**config.mk**
```make
export PLATFORM = sky130hd
export DESIGN_NAME = bcd_ctrl
export DESIGN_NICKNAME = d
export VERILOG_FILES = /design/src/rtl/core/bcd_pkg.sv /design/src/rtl/core/bcd_ctrl.sv
export SDC_FILE = /design/constraint.sdc
export NUM_CORES = 1
export LEC_CHECK = 0
export ABC_AREA = 1
export ABC_CLOCK_PERIOD_IN_PS = 1300
export BUFFER_PORTS_ARGS = -buffer_cell sky130_fd_sc_hd__buf_4
export CELL_PAD_IN_SITES_DETAIL_PLACEMENT = 1
export CELL_PAD_IN_SITES_GLOBAL_PLACEMENT = 1
export CORE_AREA = 2 2 39 41
export CTS_BUF_LIST = sky130_fd_sc_hd__clkbuf_16
export DETAILED_ROUTE_END_ITERATION = 6
export DIE_AREA = 0 0 41 43
export GPL_TIMING_DRIVEN = 0
export PLACE_DENSITY = 0.49
export SYNTH_ARGS = -nofsm -noshare
export SYNTH_HDL_FRONTEND = slang
export SYNTH_SLANG_ARGS = --single-unit
```
**constraint.sdc**
```tcl
create_clock -name clock -period 1.3 [get_ports clock]
set_clock_uncertainty 0.05 [all_clocks]
set_input_delay 0.26 -clock clock [delete_from_list [all_inputs] [get_ports clock]]
set_output_delay 0.26 -clock clock [all_outputs]
set_load 0.02 [all_outputs]
```
**src/rtl/core/bcd_pkg.sv**
```systemverilog
// Shared types and constants for the bounded circular deque unit.
// Holds the request/response payloads, command codes and the
// controller-to-datapath control struct. No dependencies.
package bcd_pkg;

   localparam int DATA_W = 32;
   localparam int CMD_W  = 3;
   localparam int CAP_W  = 11;
   localparam int OCC_W  = 11;

   localparam logic [CAP_W-1:0] CAPACITY_RESET = 11'd1024;

   localparam logic [CMD_W-1:0] CMD_INSERT_FRONT = 3'd0;
   localparam logic [CMD_W-1:0] CMD_INSERT_REAR  = 3'd1;
   localparam logic [CMD_W-1:0] CMD_DELETE_FRONT = 3'd2;
   localparam logic [CMD_W-1:0] CMD_DELETE_REAR  = 3'd3;
   localparam logic [CMD_W-1:0] CMD_QUERY        = 3'd4;

   typedef struct packed {
      logic [CMD_W-1:0]         command;
      logic signed [DATA_W-1:0] value;
   } bcd_req_type;

   typedef struct packed {
      logic                     ok;
      logic signed [DATA_W-1:0] front_value;
      logic signed [DATA_W-1:0] rear_value;
      logic                     is_empty;
      logic                     is_full;
      logic [OCC_W-1:0]         occupancy;
   } bcd_rsp_type;

   // Control from the sequencer to the datapath, one step per flag.
   typedef struct packed {
      logic latch;
      logic exec;
      logic read;
      logic load;
   } bcd_ctl_type;

endpackage

```
**src/rtl/core/bcd_ctrl.sv**
```systemverilog
// Sequencer for the deque: accept, update, read, respond.
// Depends on bcd_pkg for the control struct.
module bcd_ctrl (
   input  logic                 clock,
   input  logic                 reset,
   input  logic                 req_valid,
   output logic                 req_stall,
   output logic                 rsp_valid,
   input  logic                 rsp_stall,
   output bcd_pkg::bcd_ctl_type ctl
);

   typedef enum logic [1:0] {
      ST_IDLE,
      ST_EXEC,
      ST_READ,
      ST_LOAD
   } state_type;

   state_type state_ff;
   state_type state_in;
   logic      rsp_valid_ff;
   logic      rsp_valid_in;
   logic      rsp_free;

   assign rsp_free  = !rsp_valid_ff || !rsp_stall;
   assign req_stall = (state_ff != ST_IDLE);
   assign rsp_valid = rsp_valid_ff;

   always_comb begin
      ctl.latch = (state_ff == ST_IDLE) && req_valid;
      ctl.exec  = (state_ff == ST_EXEC);
      ctl.read  = (state_ff == ST_READ);
      ctl.load  = (state_ff == ST_LOAD) && rsp_free;
   end

   always_comb begin
      state_in = state_ff;
      unique case (state_ff)
         ST_IDLE: begin
            if (req_valid) begin
               state_in = ST_EXEC;
            end
         end
         ST_EXEC: state_in = ST_READ;
         ST_READ: state_in = ST_LOAD;
         ST_LOAD: begin
            if (rsp_free) begin
               state_in = ST_IDLE;
            end
         end
         default: state_in = ST_IDLE;
      endcase
   end

   // Drop valid once taken; set it again when a new response loads.
   always_comb begin
      rsp_valid_in = rsp_valid_ff && rsp_stall;
      if (ctl.load) begin
         rsp_valid_in = 1'b1;
      end
   end

   always_ff @(posedge clock) begin
      if (reset) begin
         state_ff     <= ST_IDLE;
         rsp_valid_ff <= 1'b0;
      end else begin
         state_ff     <= state_in;
         rsp_valid_ff <= rsp_valid_in;
      end
   end

   // A pending, stalled response is never overwritten.
   a_no_overwrite: assert property (@(posedge clock) disable iff (reset)
      !(ctl.load && rsp_valid_ff && rsp_stall))
      else $error("response overwritten while stalled");

   // Every accepted request reaches the read step, by way of the exec step.
   a_req_to_read: assert property (@(posedge clock) disable iff (reset)
      ctl.latch |=> ##1 ctl.read)
      else $error("request did not reach the read step");

endmodule

```
Word-level counts from Yosys, hierarchy flattened
Index checks and enable logic that the tools add are counted.
- flip-flop bits (word level): 3
- input port bits: 4
- output and inout port bits: 6
- word-level logic and storage cells: 20
- equality and inequality tests: 5
- mux-type cells: 4
- reduce and logical (&&, ||, !) cells: 9
- operators by type and width (kind ; number):
    2-bit case mux with 4 select lines ; 1
    2-bit == test, second input constant ; 2
    2-bit 2-to-1 mux ; 2
    2-bit inequality test, second input constant ; 2
    1-bit logical AND ; 3
    2-bit by 1-bit == test with 1-bit output, second input constant ; 1
    1-bit zero test ; 2
    2-bit zero test ; 1
    2-bit AND reduction ; 1
    2-bit nonzero test ; 1
    1-bit logical OR ; 1
    1-bit 2-to-1 mux ; 1

Logic depth before layout (Yosys ltp)
- word-level depth: 4
- gate-level depth with buffers: 6
- mapped depth without buffers: 6

Worst setup path after synthesis
OpenSTA, ideal clock, no wires.
- kind: reg-to-output
- start: reg state_ff[0]
- end: out ctl[0] (netlist name)
- arrival: 928 ps
- data required time: 990 ps
- setup slack: 62 ps
- stages on the path, launching flop included: 4
- cells stage by stage: dfxtp_1 ha_1 inv_1 a21oi_1
- RTL lines (element ; line ; RTL):
    start, declared ; bcd_ctrl.sv:20 ; state_type state_ff;
    start signal, assigned ; bcd_ctrl.sv:69 ; state_ff <= state_in;
    end, declared ; bcd_ctrl.sv:10 ; output bcd_pkg::bcd_ctl_type ctl

==> results.yml <==
place:
  routabilityCongestion: 0.583
  placed_cells: 56
  io_buffers: 9
  placed_cell_area_um2: 313
  hpwlAfterDp_um: 400
yosys:
  synthAdderAreaFrac_pct: 27.8
  synth-seq-cells: 3
  yosysTopAreaCellShare_pct: 27.8
  yosys.area_share.simple_pct: 23.3
  synthTopCellsByArea: "ha_1 (28%), dfxtp_1 (27%), inv_1 (13%)"
  yosysWarnings: 0
  synth_top_area_cell: "ha_1"
  synth_fp_nets: 40
  syn_area_um2: 225
  synth_top_family_by_area: "adder cells"
  ys_types: 9
  muxShareOfSynthArea_pct: 0
  synth_xor_area_share_pct: 0
  synth_area_per_cell_um2: 7.27
  yosysSeqAreaShare_pct: 26.7
  syn_inst: 31
  synth_compound_area_share_pct: 8.89
die:
  die_w_um: 41
  die_h_um: 43
  coreArea_um2: 1380
  start_util_pct: 16.3
  fp.dieArea_um2: 1760
  io_pins: 10
  rows: 14
power:
  p_per_area_nw_per_um2: 2720
  power.leakage_uw: 0.000246
  total_power_uw: 1390
  ir_worst_vdd_v: 0.00115
setup_path:
  rrSetupSlack_ns: 0.15
  critical-path-top-delay-family: "flip-flops"
  crit_slowest_cell: "dfxtp_4"
  endpoint_kind: "output port"
  crit_type: "reg -> out"
  reg2reg_from: "state_ff[0]$_SDFFE_PP0P_"
  path_max_fanout: 4
  arrival_ns: 1.03
  cp.required_ns: 0.99
  path_cells: "inv_4 -> ha_4 -> nand2_2 -> inv_2 -> buf_6"
  critPathLaunchType: "register"
  r2r-end: "state_ff[1]$_SDFFE_PP0P_"
  critPathBufInv: 3
  r2r_cells: 7
  max_stage_delay_ns: 0.37
routing:
  avgRoutedWirePerCell_um: 10.2
  via_per_inst: 3.82
  drtPass1Iterations: 2
  vias: 252
  drc: 0
  drt_iter0_drc: 2
  wl_um: 672
  drtAntennaViolNets: 0
sta:
  fin_tns_setup_ns: -0.0725
  finalWorstSetupSlack_ns: -0.0408
  fmax_ghz: 0.746
  finalHoldViolations: 0
  slew_violations: 0
  slew_headroom_pct: 87.9
  setup_viol: 3
  period_share_pct: 103
  hold_ws_ns: 0.146
  finalCriticalPeriod_ns: 1.34
  worst_slew_pin_slew_ns: 0.181
  grt_setup_unrepaired: "true"
cells_and_area:
  area_growth_pct: 127
  fin_cells: 66
  antenna_cells: 0
  drive_gt1_share_pct: 66.0
  postLayoutCellArea_um2: 510
  nNetsFinal: 60
grt:
  grt_pass1_wl_um: 1060
  overflow: 0
  antenna_found_initial: 0
  first_global_vias: 261
  grt_max_degree: 5
  grtUsageTotal_pct: 10.0
clocking:
  root_buffer: "clkbuf_16"
  insertion_delay_ns: 0.22
  cts_buffers: 3
  clock_path_buffers: 2
  cts_htree_levels: 1
  clkTransAtPathRegs_ns: 0.03
  cts.hold.buffers_added: 0
  cts_tree: "yes"
  clock-sinks: 3
worst_hold_path:
  min_to: "rsp_valid$_SDFF_PP0_"
  whs_path_depth: 2
  worstHoldStart: "reset"
  hold_path_class: "in -> reg"
run:
  max-cap-violations: 0
run_status:
  violations: "negative setup slack"
  status: "finished with violations"
## repair_timing
item | in CTS | in global routing
resized for setup | 17 | 7
endpoints found under the setup margin | 5 | 5
setup buffers | 6 | 0
pin swaps | 2 | 1
## per-stage QoR
step	utilization [%]	setup WS, ns
after CTS	35.3	-0.0386
after detailed placement	22.6	0.0214
after global placement	22.6	0.0339
final	36.9	-0.0408
after floorplan	-	0.0620
after global routing	36.9	-0.0822
## cell families after synthesis
logic type / count (synthesis)
buf+inv: 8
fa+ha+maj: 5
simple gates: 11
flops: 3
compound gates: 4
## sequential cells by signal, summed over array words and instances (netlist names)
name and flops:
rsp_valid 1, state_ff 2
## worst max-delay path by stage
| stage | startpoint | cells past startpoint | slack [ns] | end |
|---|---|---|---|---|
| global route | state_ff[1]$_SDFFE_PP0P_ | 4 | -0.08 | ctl[0] |
| floorplan | state_ff[0]$_SDFFE_PP0P_ | 3 | 0.06 | ctl[0] |
| CTS | state_ff[1]$_SDFFE_PP0P_ | 5 | -0.04 | ctl[3] |
| finish | state_ff[0]$_SDFFE_PP0P_ | 5 | -0.04 | ctl[3] |
| global placement | state_ff[0]$_SDFFE_PP0P_ | 5 | 0.03 | ctl[3] |
| detailed placement | state_ff[0]$_SDFFE_PP0P_ | 5 | 0.02 | ctl[3] |
## synth_stat cells
master	instances
inv_1	8
ha_1	5
a21oi_1	4
nand2_1	4
dfxtp_1	3
nor2_1	3
nand3_1	2
nand2_2	1
nand3_2	1
## report_power, final
part	switching, uW	internal (uW)	leakage [uW]
logic	333	360	0.000177
registers	66.7	145	0.0000259
clock network	86.2	397	0.0000423
## per-layer routing
metal	global-route usage [%]	share of wire, %
met5	0	0
met4	12.0	4.8
met3	3.14	4.3
met2	14.4	51
met1	9.58	40
## cells in the final DEF (no fill, tap or decap), drive strengths merged
master / count
buf: 15
inv: 9
nand2: 5
ha: 5
a21oi: 4
nor2: 3
clkbuf: 3
nand3: 3
dfxtp: 3
## final cells by class
class	instances	area, um^2
Timing Repair Buffer	15	128
Inverter	8	35.0
Tap cell	16	20.0
Fill cell	173	873
Multi-Input combinational cell	20	181
Clock buffer	3	75.1
Sequential cell	3	67.6
Clock inverter	1	3.75
No activity file was read; power rests on OpenSTA's default activity.
